==> src/hw/rtl/dvc_pkg.sv <==
// Package for the differential vector clock block.
// Holds sizes, operation codes, sequencer states and the transaction structs.
// No dependencies.
`timescale 1ns / 1ps
`default_nettype none

package dvc_pkg;

	localparam int PROCESS_COUNT = 16;
	localparam int IDX_W = (PROCESS_COUNT > 1) ? $clog2(PROCESS_COUNT) : 1;
	localparam int DEPTH = 1 << IDX_W;
	localparam int FIELD_IDX_W = 4;
	localparam int SCAN_LIMIT = (PROCESS_COUNT < 16) ? PROCESS_COUNT : 16;
	localparam logic [FIELD_IDX_W-1:0] SCAN_LAST = FIELD_IDX_W'(SCAN_LIMIT - 1);
	localparam int CLK_W = 32;
	localparam logic [CLK_W-1:0] CLOCK_MAX = '1;
	localparam int QDEPTH = 2;
	localparam int QPTR_W = 1;

	typedef enum logic [1:0] {
		OP_INTERNAL    = 2'd0,
		OP_SEND        = 2'd1,
		OP_RECV_BEGIN  = 2'd2,
		OP_RECV_ENTRY  = 2'd3
	} op_t;

	typedef enum logic [2:0] {
		B_IDLE,
		B_OWN,
		B_TICK,
		B_RX_RD,
		B_RX_WR,
		B_LS,
		B_SCAN,
		B_FIN
	} back_state_t;

	typedef struct packed {
		op_t              op;
		logic [IDX_W-1:0] dest_addr;
		logic             dest_ok;
		logic [IDX_W-1:0] entry_addr;
		logic             entry_ok;
		logic [CLK_W-1:0] entry_value;
	} item_t;

	typedef struct packed {
		logic                   has_entry;
		logic [FIELD_IDX_W-1:0] index;
		logic [CLK_W-1:0]       value;
		logic [CLK_W-1:0]       own;
		logic                   last;
	} result_t;

	function automatic logic idx_ok(input logic [FIELD_IDX_W-1:0] idx);
		return int'(idx) < PROCESS_COUNT;
	endfunction

	function automatic logic [IDX_W-1:0] to_addr(input logic [FIELD_IDX_W-1:0] idx);
		return IDX_W'(idx);
	endfunction

endpackage

`default_nettype wire

==> src/hw/rtl/dvc_front.sv <==
// Front end of the differential vector clock: accepts and classifies commands.
// Decodes the operation and range-checks indexes; uses dvc_pkg.
`timescale 1ns / 1ps
`default_nettype none

module dvc_front (
	input  wire logic                                 start,
	input  wire logic [1:0]                           op,
	input  wire logic [dvc_pkg::FIELD_IDX_W-1:0]      dest_index,
	input  wire logic [dvc_pkg::FIELD_IDX_W-1:0]      entry_index,
	input  wire logic [dvc_pkg::CLK_W-1:0]            entry_value,
	input  wire logic                                 full,
	output logic                                      busy,
	output logic                                      push,
	output dvc_pkg::item_t                            item
);

	always_comb begin
		busy = full;
		push = start && !full;
		item.op = dvc_pkg::op_t'(op);
		item.dest_addr = dvc_pkg::to_addr(dest_index);
		item.dest_ok = dvc_pkg::idx_ok(dest_index);
		item.entry_addr = dvc_pkg::to_addr(entry_index);
		item.entry_ok = dvc_pkg::idx_ok(entry_index);
		item.entry_value = entry_value;
	end

endmodule

`default_nettype wire

==> src/hw/rtl/dvc_queue.sv <==
// Short command queue between front end and back end.
// Holds classified transactions; uses dvc_pkg.
`timescale 1ns / 1ps
`default_nettype none

module dvc_queue (
	input  wire logic           clk,
	input  wire logic           arst_n,
	input  wire logic           push,
	input  wire dvc_pkg::item_t push_item,
	input  wire logic           pop,
	output dvc_pkg::item_t      pop_item,
	output logic                full,
	output logic                empty
);

	dvc_pkg::item_t           slot_q [dvc_pkg::QDEPTH];
	logic [dvc_pkg::QPTR_W-1:0] wr_ptr_q;
	logic [dvc_pkg::QPTR_W-1:0] rd_ptr_q;
	logic [dvc_pkg::QPTR_W:0]   count_q;

	always_comb begin
		full = (count_q == (dvc_pkg::QPTR_W + 1)'(dvc_pkg::QDEPTH));
		empty = (count_q == '0);
		pop_item = slot_q[rd_ptr_q];
	end

	always_ff @(posedge clk) begin
		if (push) begin
			slot_q[wr_ptr_q] <= push_item;
		end
	end

	always_ff @(posedge clk or negedge arst_n) begin
		if (!arst_n) begin
			wr_ptr_q <= '0;
			rd_ptr_q <= '0;
			count_q <= '0;
		end else begin
			if (push) begin
				wr_ptr_q <= wr_ptr_q + 1'b1;
			end
			if (pop) begin
				rd_ptr_q <= rd_ptr_q + 1'b1;
			end
			case ({push, pop})
				2'b10: count_q <= count_q + 1'b1;
				2'b01: count_q <= count_q - 1'b1;
				default: count_q <= count_q;
			endcase
		end
	end

endmodule

`default_nettype wire

==> src/hw/rtl/dvc_back.sv <==
// Back end of the differential vector clock: sequencer and clock tables.
// Runs ticks, receives and send scans; uses dvc_pkg.
`timescale 1ns / 1ps
`default_nettype none

module dvc_back (
	input  wire logic                             clk,
	input  wire logic                             arst_n,
	input  wire logic [dvc_pkg::FIELD_IDX_W-1:0]  self_index,
	input  wire logic                             empty,
	input  wire dvc_pkg::item_t                   head,
	output logic                                  pop,
	output logic                                  strobe,
	output dvc_pkg::result_t                      result
);

	dvc_pkg::back_state_t state_q, state_d;
	dvc_pkg::item_t       item_q, item_d;
	logic [dvc_pkg::CLK_W-1:0] own_q, own_d;
	logic [dvc_pkg::CLK_W-1:0] ls_q, ls_d;
	logic [dvc_pkg::FIELD_IDX_W-1:0] cnt_q, cnt_d;
	logic                      pend_q, pend_d;
	logic [dvc_pkg::FIELD_IDX_W-1:0] pend_idx_q, pend_idx_d;
	logic [dvc_pkg::CLK_W-1:0] pend_val_q, pend_val_d;

	logic [dvc_pkg::CLK_W-1:0] clk_mem [dvc_pkg::DEPTH];
	logic [dvc_pkg::CLK_W-1:0] lu_mem  [dvc_pkg::DEPTH];
	logic [dvc_pkg::CLK_W-1:0] ls_mem  [dvc_pkg::DEPTH];
	logic [dvc_pkg::DEPTH-1:0] clk_vld_q, lu_vld_q, ls_vld_q;
	logic [dvc_pkg::CLK_W-1:0] clk_rd_q, lu_rd_q, ls_rd_q;
	logic                      clk_rv_q, lu_rv_q, ls_rv_q;
	logic [dvc_pkg::CLK_W-1:0] clk_data, lu_data, ls_data;

	logic [dvc_pkg::IDX_W-1:0] clk_raddr, lu_raddr, ls_raddr;
	logic                      clk_we, lu_we, ls_we;
	logic [dvc_pkg::IDX_W-1:0] clk_waddr, lu_waddr, ls_waddr;
	logic [dvc_pkg::CLK_W-1:0] clk_wdata, lu_wdata, ls_wdata;

	logic                      emit;
	dvc_pkg::result_t          res_d;
	logic                      strobe_q;
	dvc_pkg::result_t          result_q;

	logic                      self_ok;
	logic [dvc_pkg::IDX_W-1:0] self_addr;
	logic [dvc_pkg::CLK_W-1:0] tick_val;
	logic                      raise;
	logic                      hit;

	always_comb begin
		clk_data = clk_rv_q ? clk_rd_q : '0;
		lu_data = lu_rv_q ? lu_rd_q : '0;
		ls_data = ls_rv_q ? ls_rd_q : '0;
		self_ok = dvc_pkg::idx_ok(self_index);
		self_addr = dvc_pkg::to_addr(self_index);
	end

	always_comb begin
		state_d = state_q;
		item_d = item_q;
		own_d = own_q;
		ls_d = ls_q;
		cnt_d = cnt_q;
		pend_d = pend_q;
		pend_idx_d = pend_idx_q;
		pend_val_d = pend_val_q;
		pop = 1'b0;
		clk_raddr = self_addr;
		lu_raddr = dvc_pkg::to_addr(cnt_q);
		ls_raddr = item_q.dest_addr;
		clk_we = 1'b0;
		lu_we = 1'b0;
		ls_we = 1'b0;
		clk_waddr = self_addr;
		lu_waddr = self_addr;
		ls_waddr = item_q.dest_addr;
		clk_wdata = '0;
		lu_wdata = '0;
		ls_wdata = own_q;
		emit = 1'b0;
		res_d = '0;
		tick_val = (clk_data == dvc_pkg::CLOCK_MAX) ? clk_data : clk_data + 1'b1;
		raise = item_q.entry_ok && (clk_data < item_q.entry_value);
		hit = lu_data > ls_q;

		case (state_q)
			dvc_pkg::B_IDLE: begin
				if (!empty) begin
					pop = 1'b1;
					item_d = head;
					state_d = dvc_pkg::B_OWN;
				end
			end
			dvc_pkg::B_OWN: begin
				if (item_q.op == dvc_pkg::OP_RECV_ENTRY) begin
					state_d = dvc_pkg::B_RX_RD;
				end else begin
					state_d = dvc_pkg::B_TICK;
				end
			end
			dvc_pkg::B_TICK: begin
				clk_we = self_ok;
				lu_we = self_ok;
				clk_wdata = tick_val;
				lu_wdata = tick_val;
				own_d = self_ok ? tick_val : '0;
				cnt_d = '0;
				pend_d = 1'b0;
				if (item_q.op == dvc_pkg::OP_SEND) begin
					state_d = dvc_pkg::B_LS;
				end else begin
					emit = 1'b1;
					res_d.own = self_ok ? tick_val : '0;
					res_d.last = 1'b1;
					state_d = dvc_pkg::B_IDLE;
				end
			end
			dvc_pkg::B_RX_RD: begin
				own_d = self_ok ? clk_data : '0;
				clk_raddr = item_q.entry_addr;
				state_d = dvc_pkg::B_RX_WR;
			end
			dvc_pkg::B_RX_WR: begin
				clk_waddr = item_q.entry_addr;
				lu_waddr = item_q.entry_addr;
				clk_we = raise;
				lu_we = raise;
				clk_wdata = item_q.entry_value;
				emit = 1'b1;
				res_d.last = 1'b1;
				if (raise && self_ok && (item_q.entry_addr == self_addr)) begin
					lu_wdata = item_q.entry_value;
					res_d.own = item_q.entry_value;
				end else begin
					lu_wdata = own_q;
					res_d.own = own_q;
				end
				state_d = dvc_pkg::B_IDLE;
			end
			dvc_pkg::B_LS: begin
				ls_d = item_q.dest_ok ? ls_data : '0;
				clk_raddr = dvc_pkg::to_addr(cnt_q);
				lu_raddr = dvc_pkg::to_addr(cnt_q);
				state_d = dvc_pkg::B_SCAN;
			end
			dvc_pkg::B_SCAN: begin
				clk_raddr = dvc_pkg::to_addr(cnt_q + 1'b1);
				lu_raddr = dvc_pkg::to_addr(cnt_q + 1'b1);
				if (hit) begin
					if (pend_q) begin
						emit = 1'b1;
						res_d.has_entry = 1'b1;
						res_d.index = pend_idx_q;
						res_d.value = pend_val_q;
						res_d.own = own_q;
					end
					pend_d = 1'b1;
					pend_idx_d = cnt_q;
					pend_val_d = clk_data;
				end
				if (cnt_q == dvc_pkg::SCAN_LAST) begin
					state_d = dvc_pkg::B_FIN;
				end else begin
					cnt_d = cnt_q + 1'b1;
				end
			end
			dvc_pkg::B_FIN: begin
				ls_we = item_q.dest_ok;
				emit = 1'b1;
				res_d.has_entry = pend_q;
				res_d.index = pend_q ? pend_idx_q : '0;
				res_d.value = pend_q ? pend_val_q : '0;
				res_d.own = own_q;
				res_d.last = 1'b1;
				state_d = dvc_pkg::B_IDLE;
			end
			default: begin
				state_d = dvc_pkg::B_IDLE;
			end
		endcase
	end

	always_ff @(posedge clk or negedge arst_n) begin
		if (!arst_n) begin
			state_q <= dvc_pkg::B_IDLE;
			strobe_q <= 1'b0;
			clk_vld_q <= '0;
			lu_vld_q <= '0;
			ls_vld_q <= '0;
		end else begin
			state_q <= state_d;
			strobe_q <= emit;
			if (clk_we) begin
				clk_vld_q[clk_waddr] <= 1'b1;
			end
			if (lu_we) begin
				lu_vld_q[lu_waddr] <= 1'b1;
			end
			if (ls_we) begin
				ls_vld_q[ls_waddr] <= 1'b1;
			end
		end
	end

	always_ff @(posedge clk) begin
		item_q <= item_d;
		own_q <= own_d;
		ls_q <= ls_d;
		cnt_q <= cnt_d;
		pend_q <= pend_d;
		pend_idx_q <= pend_idx_d;
		pend_val_q <= pend_val_d;
		result_q <= res_d;
		if (clk_we) begin
			clk_mem[clk_waddr] <= clk_wdata;
		end
		if (lu_we) begin
			lu_mem[lu_waddr] <= lu_wdata;
		end
		if (ls_we) begin
			ls_mem[ls_waddr] <= ls_wdata;
		end
		clk_rd_q <= clk_mem[clk_raddr];
		clk_rv_q <= clk_vld_q[clk_raddr];
		lu_rd_q <= lu_mem[lu_raddr];
		lu_rv_q <= lu_vld_q[lu_raddr];
		ls_rd_q <= ls_mem[ls_raddr];
		ls_rv_q <= ls_vld_q[ls_raddr];
	end

	always_comb begin
		strobe = strobe_q;
		result = result_q;
	end

endmodule

`default_nettype wire

==> src/hw/rtl/differential_vector_clock.sv <==
// Differential vector clock for one process: top level.
// Holds the self-index register; instantiates dvc_front, dvc_queue and dvc_back.
//
// Usage:
//   Commands enter on start/op/dest_index/entry_index/entry_value; a transaction
//   is taken at a clock edge with start high and busy low. A two-entry queue
//   sits between the decoder and the sequencer, so up to two commands can wait
//   while one is carried out; busy is high only while the queue is full.
//   Results leave on has_entry/out_index/out_value/own_clock/last, each valid
//   for exactly one cycle while strobe is high; the receiver cannot stall, so
//   every result is taken when it appears. last marks the final result of a
//   command.
//   Sequencer states per command (one table read port per table): internal
//   event and receive begin pass IDLE, OWN, TICK; receive entry IDLE, OWN,
//   RX_RD, RX_WR; send IDLE, OWN, TICK, LS, SCAN over min(PROCESS_COUNT, 16)
//   entries at one entry per cycle, then FIN; each result is registered.
//   Reset clears all three tables through per-entry valid bits at once and
//   sets self_index to 0; no clearing pass is needed.
//   Write self_index through cfg_we/cfg_wdata only while the block is idle.
`timescale 1ns / 1ps
`default_nettype none

module differential_vector_clock (
	input  wire logic                              clk,
	input  wire logic                              arst_n,
	input  wire logic                              start,
	output logic                                   busy,
	input  wire logic [1:0]                        op,
	input  wire logic [dvc_pkg::FIELD_IDX_W-1:0]   dest_index,
	input  wire logic [dvc_pkg::FIELD_IDX_W-1:0]   entry_index,
	input  wire logic [dvc_pkg::CLK_W-1:0]         entry_value,
	input  wire logic                              cfg_we,
	input  wire logic [dvc_pkg::FIELD_IDX_W-1:0]   cfg_wdata,
	output logic                                   strobe,
	output logic                                   has_entry,
	output logic [dvc_pkg::FIELD_IDX_W-1:0]        out_index,
	output logic [dvc_pkg::CLK_W-1:0]              out_value,
	output logic [dvc_pkg::CLK_W-1:0]              own_clock,
	output logic                                   last
);

	logic [dvc_pkg::FIELD_IDX_W-1:0] self_index_q;
	logic                            push;
	dvc_pkg::item_t                  push_item;
	dvc_pkg::item_t                  head;
	logic                            full;
	logic                            empty;
	logic                            pop;
	dvc_pkg::result_t                result;

	always_ff @(posedge clk or negedge arst_n) begin
		if (!arst_n) begin
			self_index_q <= '0;
		end else if (cfg_we) begin
			self_index_q <= cfg_wdata;
		end
	end

	dvc_front u_front (
		.start       (start),
		.op          (op),
		.dest_index  (dest_index),
		.entry_index (entry_index),
		.entry_value (entry_value),
		.full        (full),
		.busy        (busy),
		.push        (push),
		.item        (push_item)
	);

	dvc_queue u_queue (
		.clk       (clk),
		.arst_n    (arst_n),
		.push      (push),
		.push_item (push_item),
		.pop       (pop),
		.pop_item  (head),
		.full      (full),
		.empty     (empty)
	);

	dvc_back u_back (
		.clk        (clk),
		.arst_n     (arst_n),
		.self_index (self_index_q),
		.empty      (empty),
		.head       (head),
		.pop        (pop),
		.strobe     (strobe),
		.result     (result)
	);

	always_comb begin
		has_entry = result.has_entry;
		out_index = result.index;
		out_value = result.value;
		own_clock = result.own;
		last = result.last;
	end

endmodule

`default_nettype wire

==> config.mk <==
export PLATFORM = sky130hd
export DESIGN_NAME = differential_vector_clock
export DESIGN_NICKNAME = d
export VERILOG_FILES = /design/src/hw/rtl/dvc_pkg.sv /design/src/hw/rtl/dvc_front.sv /design/src/hw/rtl/dvc_queue.sv /design/src/hw/rtl/dvc_back.sv /design/src/hw/rtl/differential_vector_clock.sv
export SDC_FILE = /design/constraint.sdc
export NUM_CORES = 2
export LEC_CHECK = 0
export CORE_MARGIN = 1.5
export CORE_UTILIZATION = 35
export CTS_CLUSTER_SIZE = 8
export DETAILED_ROUTE_END_ITERATION = 7
export DONT_BUFFER_PORTS = 1
export GPL_ROUTABILITY_DRIVEN = 0
export GPL_TIMING_DRIVEN = 0
export PLACE_DENSITY = 0.54
export SYNTH_ARGS = -nofsm -noshare
export SYNTH_HDL_FRONTEND = slang
export SYNTH_SLANG_ARGS = --single-unit
==> constraint.sdc <==
create_clock -name clk -period 8.4 [get_ports clk]
set_clock_uncertainty 0.05 [all_clocks]
set_input_delay 0.42 -clock clk [delete_from_list [all_inputs] [get_ports clk]]
set_output_delay 0.42 -clock clk [all_outputs]
set_load 0.05 [all_outputs]
**Word level (Yosys, flattened, before mapping)**

Memories as Yosys holds them, arrays and structs flattened. A register that Yosys moved wholly into a read port is not among the register bits.
Cells that the tools add are included.

- Equality and inequality tests: 19
- Order comparisons: 8
- Multiplexer cells: 52
- Bitwise operators: 4
- Divide/modulo/power cells: 0
- $add $sub $neg: 6
- $mul: 0
- Shift operators: 0
- Reductions and logical operators: 18

Operators with widths:

| operator | count |
|---|---|
| $pmux 32 s2 | 3 |
| $mux 32 | 5 |
| $mux 69 | 2 |
| $pmux 32 s4 | 1 |
| $pmux 37 s2 | 1 |
| $or 16x16->16 | 3 |
| $mux 33 | 1 |
| $add 32x1->32 const B | 1 |
| $eq 32x32->1 const B | 1 |
| $gt 32x32->1 | 1 |
| $lt 32x32->1 | 1 |
| $pmux 3 s7 | 1 |
| $lt 4x5->1 const B | 4 |
| $mux 1 | 19 |
| $mux 4 | 4 |
| $bmux 1 s4 | 3 |
| $eq 3x3->1 const B | 4 |
| $pmux 4 s3 | 1 |
| $reduce_and 2->1 | 6 |
| $mux 3 | 3 |
| $demux 1 s4 | 2 |
| $ge 4x1->1 const B | 2 |
| $pmux 4 s2 | 1 |
| $eq 2x2->1 const B | 3 |
| other kinds (21) | 34 |

- Memory bits (read-only): 0
- Word-level logic and storage cells: 136
- Memories kept: 4
- Bits in writable memories: 1620
- Register bits after elaboration: 240
- Latch bits: 0

Memories:

| name | depth | width | rd ports | clocked after memory_dff | wr ports | RTL line | text |
|---|---|---|---|---|---|---|---|
| u_back.clk_mem | 16 | 32 | 1 | 1 | 1 | dvc_back.sv:26 | `logic [dvc_pkg::CLK_W-1:0] clk_mem [dvc_pkg::DEPTH];` |
| u_back.ls_mem | 16 | 32 | 1 | 1 | 1 | dvc_back.sv:28 | `logic [dvc_pkg::CLK_W-1:0] ls_mem [dvc_pkg::DEPTH];` |
| u_back.lu_mem | 16 | 32 | 1 | 1 | 1 | dvc_back.sv:27 | `logic [dvc_pkg::CLK_W-1:0] lu_mem [dvc_pkg::DEPTH];` |
| u_queue.slot_q | 2 | 42 | 1 | 1 | 1 | dvc_queue.sv:17 | `dvc_pkg::item_t slot_q [dvc_pkg::QDEPTH];` |

**Logic depth before layout (Yosys ltp)**

- Depth after elaboration: 7
- Depth in mapped cells: 16
- Mapped depth without buffers: 11

**By module**

From an unflattened synthesis, not the netlist that was laid out.

- Cell total of the unflattened synthesis: 4217
- Area, all modules: 78333.9 um^2

By module, submodules not included:

| module | seq. area each (um^2) | area an instance (um^2) | cells an instance | times used |
|---|---|---|---|---|
| dvc_back | 55283.0 | 74273.7 | 4009 | 1 |
| dvc_queue | 2742.6 | 3559.7 | 153 | 1 |
| dvc_front | 0.0 | 355.3 | 47 | 1 |
| differential_vector_clock | 100.1 | 145.1 | 8 | 1 |

**Worst setup path before layout**

No wires, ideal clock.

- Path type: register to register
- Start: register u_back.clk_rv_q
- End: register u_back.clk_vld_q[6] in the netlist's numbering
- Path buffers: 4
- Period minus slack after synthesis: 8.069 ns
- Slack: 0.331 ns
- Cell stages (with the launch flop): 16
- Arrival: 7.927 ns
- Library setup time: 0.092 ns
- Cells stage by stage: dfxtp_1 -> buf_4 -> buf_2 -> clkbuf_1 -> clkbuf_1 -> nand2_1 -> inv_1 -> ha_1 -> a211oi_1 -> o211ai_1 -> a221oi_1 -> o21ai_0 -> nor3_1 -> a31oi_1 -> nor3_1 -> or2_2

- Longest elaborated chain between the ends: 4

Ends and longest elaborated chain:

| item | RTL line | text |
|---|---|---|
| start: declaration | dvc_back.sv:31 | `logic clk_rv_q, lu_rv_q, ls_rv_q;` |
| start signal: assignment | dvc_back.sv:224 | `clk_rv_q <= clk_vld_q[clk_raddr];` |
| $mux 32 | dvc_back.sv:51 | `clk_data = clk_rv_q ? clk_rd_q : '0;` |
| named net u_back.clk_data, one bit | dvc_back.sv:32 | `logic [dvc_pkg::CLK_W-1:0] clk_data, lu_data, ls_data;` |
| $lt 32x32->1 | dvc_back.sv:83 | `raise = item_q.entry_ok && (clk_data < item_q.entry_value);` |
| $logic_and 1x1->1 | dvc_back.sv:83 |  |
| $pmux 1 s2 | dvc_back.sv:86 | `case (state_q)` |
| end signal: assignment | dvc_back.sv:187 | `clk_vld_q <= '0;` |
| end signal: indexed assignment | dvc_back.sv:194 | `clk_vld_q[clk_waddr] <= 1'b1;` |
| end: declaration | dvc_back.sv:29 | `logic [dvc_pkg::DEPTH-1:0] clk_vld_q, lu_vld_q, ls_vld_q;` |

The timed path passes the listed nets, and every way through them passes these cells.
A chain may end at the register's enable or synchronous reset.

**Worst setup path in the final report**

- Start: register u_back.clk_rv_q
- End: memory u_back.lu_mem[6][30] in the netlist's numbering (data pin)

- Longest elaborated chain between the ends: 6
- Elaborated cells on any way between the ends: 9

Ends and longest elaborated chain:

| item | RTL line | text |
|---|---|---|
| $mux 32 * | dvc_back.sv:51 |  |
| named net u_back.clk_data, one bit | dvc_back.sv:32 |  |
| $lt 32x32->1 | dvc_back.sv:83 |  |
| $logic_and 1x1->1 | dvc_back.sv:83 |  |
| $logic_and 1x1->1 | dvc_back.sv:131 | `if (raise && self_ok && (item_q.entry_addr == self_addr)) begin` |
| $mux 32 | dvc_back.sv:131 |  |
| $pmux 32 s2 * | dvc_back.sv:86 |  |
| named net u_back.lu_wdata, one bit | dvc_back.sv:37 | `logic [dvc_pkg::CLK_W-1:0] clk_wdata, lu_wdata, ls_wdata;` |
| end: declaration | dvc_back.sv:27 |  |

Mark *: on every way through the listed nets, which the timed path passes. The rest lies on a longest branch.

==> reports/metrics.yaml <==
status: "finished with violations"
violations: "max-capacitance violations, max-slew violations"
grt_max_degree: 40
overflow: 0
layout_common_cells: "edfxtp_1, nand2_1, clkbuf_1, mux4_2, clkbuf_16"
seq_area_frac_synth: 0.758
drt-pass1-iter-count: 6
routedWlPerCell_microns: 29.9
start_util: 0.352
syn_to_final_growth_pct: 19.9
synth-seq-cells: 1996
chipWidth_microns: 470
routed_wl_microns: 231000
ys.flop_type: "edfxtp_1"
synth_area_leaders: "edfxtp_1, mux4_2, dfxtp_1"
regToRegSetupSlack_ns: 1.12
clockBufferDepth: 4
die-area_sq_um: 221000
required_ns: 8.84
endpoint_kind: "flop"
cts.clk_slew.worst_paths_ns: 0.05
yosysTopAreaCellShare: 0.694
start_kind: "flop"
portBuffers: 0
h-tree-depth: 5
finalSetupViolCount: 0
ioPinCount: 122
drtIter0Drc: 4741
clock_latency_ns: 0.93
place_area_sq_um: 82300
vias: 41700
dp_hpwl_microns: 158000
drv_cap: 2
ir_worst_vdd_uv: 183
hp-class: "primary input to flop"
drt-vias-per-instance: 5.39
avgSynthCellArea_sq_um: 18.4
fmax_mhz: 137
num_rows: 171
max_slew.worst_pin.slew_ns: 1.52
die_h_microns: 470
synth_cells: 4165
globalRouteTotalUtil: 0.207
min_period_ns: 7.28
cellLeakagePower_uw: 0.0309
clock_tree.root_cell: "clkbuf_16"
arrival_ns: 7.72
slew_headroom: -0.0157
antenna_found_initial: 20
yosysTopAreaCell: "edfxtp_1"
ys_warn_count: 0
ant_nets: 0
synth.distinct_cells: 58
fin_nets: 4755
post-route-period-util: 0.867
drc: 0
rsz0062_at_grt: "false"
critPathKind: "flop to flop"
clock-sinks: 1996
core_sq_um: 217000
p_per_area_nw_per_um2: 366
finish.instance_area_sq_um: 91700
synth_edf_count: 1767
grt_pass1_vias: 42200
cts.repair.resized: 0
layout_commonest_cell: "edfxtp_1"
cts_tree: "built"
hold_ws_ns: 0.115
synthesis.area_sq_um: 76500
hold_viol: 0
syn-num-nets: 4279
cts_buffers: 301
layout-drive-gt1-share: 0.197
async_flop_share: 0.0301
grt_pass1_wl_microns: 323000
cp_max_fo: 16
slew_violations: 22
## stage by stage
stage	util	power [uW]	TNS, ns	std cells	setup slack, ns
after floorplan	-	18700	0	4165	0.331
after global placement	0.369	22400	-3554.07	7019	-7.98
after detailed placement	0.379	22700	0	7138	1.38
after CTS	0.421	33700	0	7708	1.36
after global routing	0.422	34700	0	7726	1.00
final	0.422	33600	0	7737	1.12
## routing by layer
metal,vias up,share of wire,track usage
met1,21900,0.40,0.272
met2,1870,0.46,0.323
met3,488,0.074,0.0399
met5,-,0.000056,0
li1,17500,-,-
met4,2,0.064,0.116
## cells in the mapped netlist (all sizes together) (42+ instances only)
master	instances
edfxtp	1767
nand2	360
mux4	330
dfxtp	169
clkbuf	161
mux2i	135
o22ai	119
and2	117
nor2	101
inv	98
a31oi	70
ha	64
nand3	62
a21oi	60
dfrtp	60
xnor2	58
buf	49
mux2	48
or2	42
## final timing paths
kind	start	to	cells after the start
hold / removal	entry_value[25]	u_queue.slot_q[1][25]	1
hold reg to reg	u_back.ls_vld_q[7]	u_back.ls_vld_q[7]	1
setup / recovery	u_back.clk_rv_q	u_back.lu_mem[6][30]	16
max in group asynchronous	arst_n	u_queue.wr_ptr_q	4
min in group asynchronous	arst_n	u_back.lu_vld_q[7]	3
setup reg to reg	u_back.clk_rv_q	u_back.lu_mem[6][30]	16
## cell families (layout without fill, tap and decap cells)
kind of cell,count (synthesis),in the layout,share of synthesized area
AOI/OAI and AO/OA,412,412,0.0366
xor gates and xnor gates,74,74,0.00848
adders and majority gates,64,64,0.0105
buffers and inverters,308,999,0.0153
DFF,1996,1996,0.758
muxes,513,513,0.122
other,0,27,0
and+or+nand+nor,798,798,0.0494
## flip-flops by register name, indices dropped and copies added, names as in the netlist, 32 cells and up
| register | count |
|---|---|
| u_back.clk_mem | 512 |
| u_back.ls_mem | 512 |
| u_back.lu_mem | 512 |
| u_queue.slot_q | 84 |
| u_back.result | 70 |
| u_back.item_q | 38 |
| u_back.clk_rd_q | 32 |
| u_back.ls_q | 32 |
| u_back.ls_rd_q | 32 |
| u_back.ls_wdata | 32 |
| u_back.lu_rd_q | 32 |
| u_back.pend_val_q | 32 |
## report_power, final
part	internal, uW	leakage (uW)	switching, uW
combinational	3090	0.00843	5290
clock	6850	0.00412	4150
sequential	12700	0.0184	1450
## cell type report
cell class,instances,area [sq um]
inverter,98,378
multi-input combinational,1861,17800
clock buffer,510,8540
buffer,210,805
clock inverter,8,91.3
timing repair buffer,173,2460
sequential,1996,57900
tap,2854,3570
antenna,27,67.6
fill,19100,125000
## critical path, stage by stage (launching register included)
cell	delay (ns)
dfxtp_1	0.48
buf_4	0.26
buf_2	0.35
clkbuf_1	0.59
clkbuf_1	0.56
nand2_1	0.11
inv_1	0.26
ha_1	0.31
a211oi_1	0.26
o211ai_1	0.12
a221oi_1	0.43
o21ai_0	0.24
nor3_1	0.60
nand2_1	0.35
buf_1	0.45
mux2i_1	0.21
o22ai_1	1.17
## repair_timing
action,CTS,global route
hold buffers,52,0
buffers inserted,0,0
endpoints found under the hold margin,182,0
(Power assumes the default switching activity.)
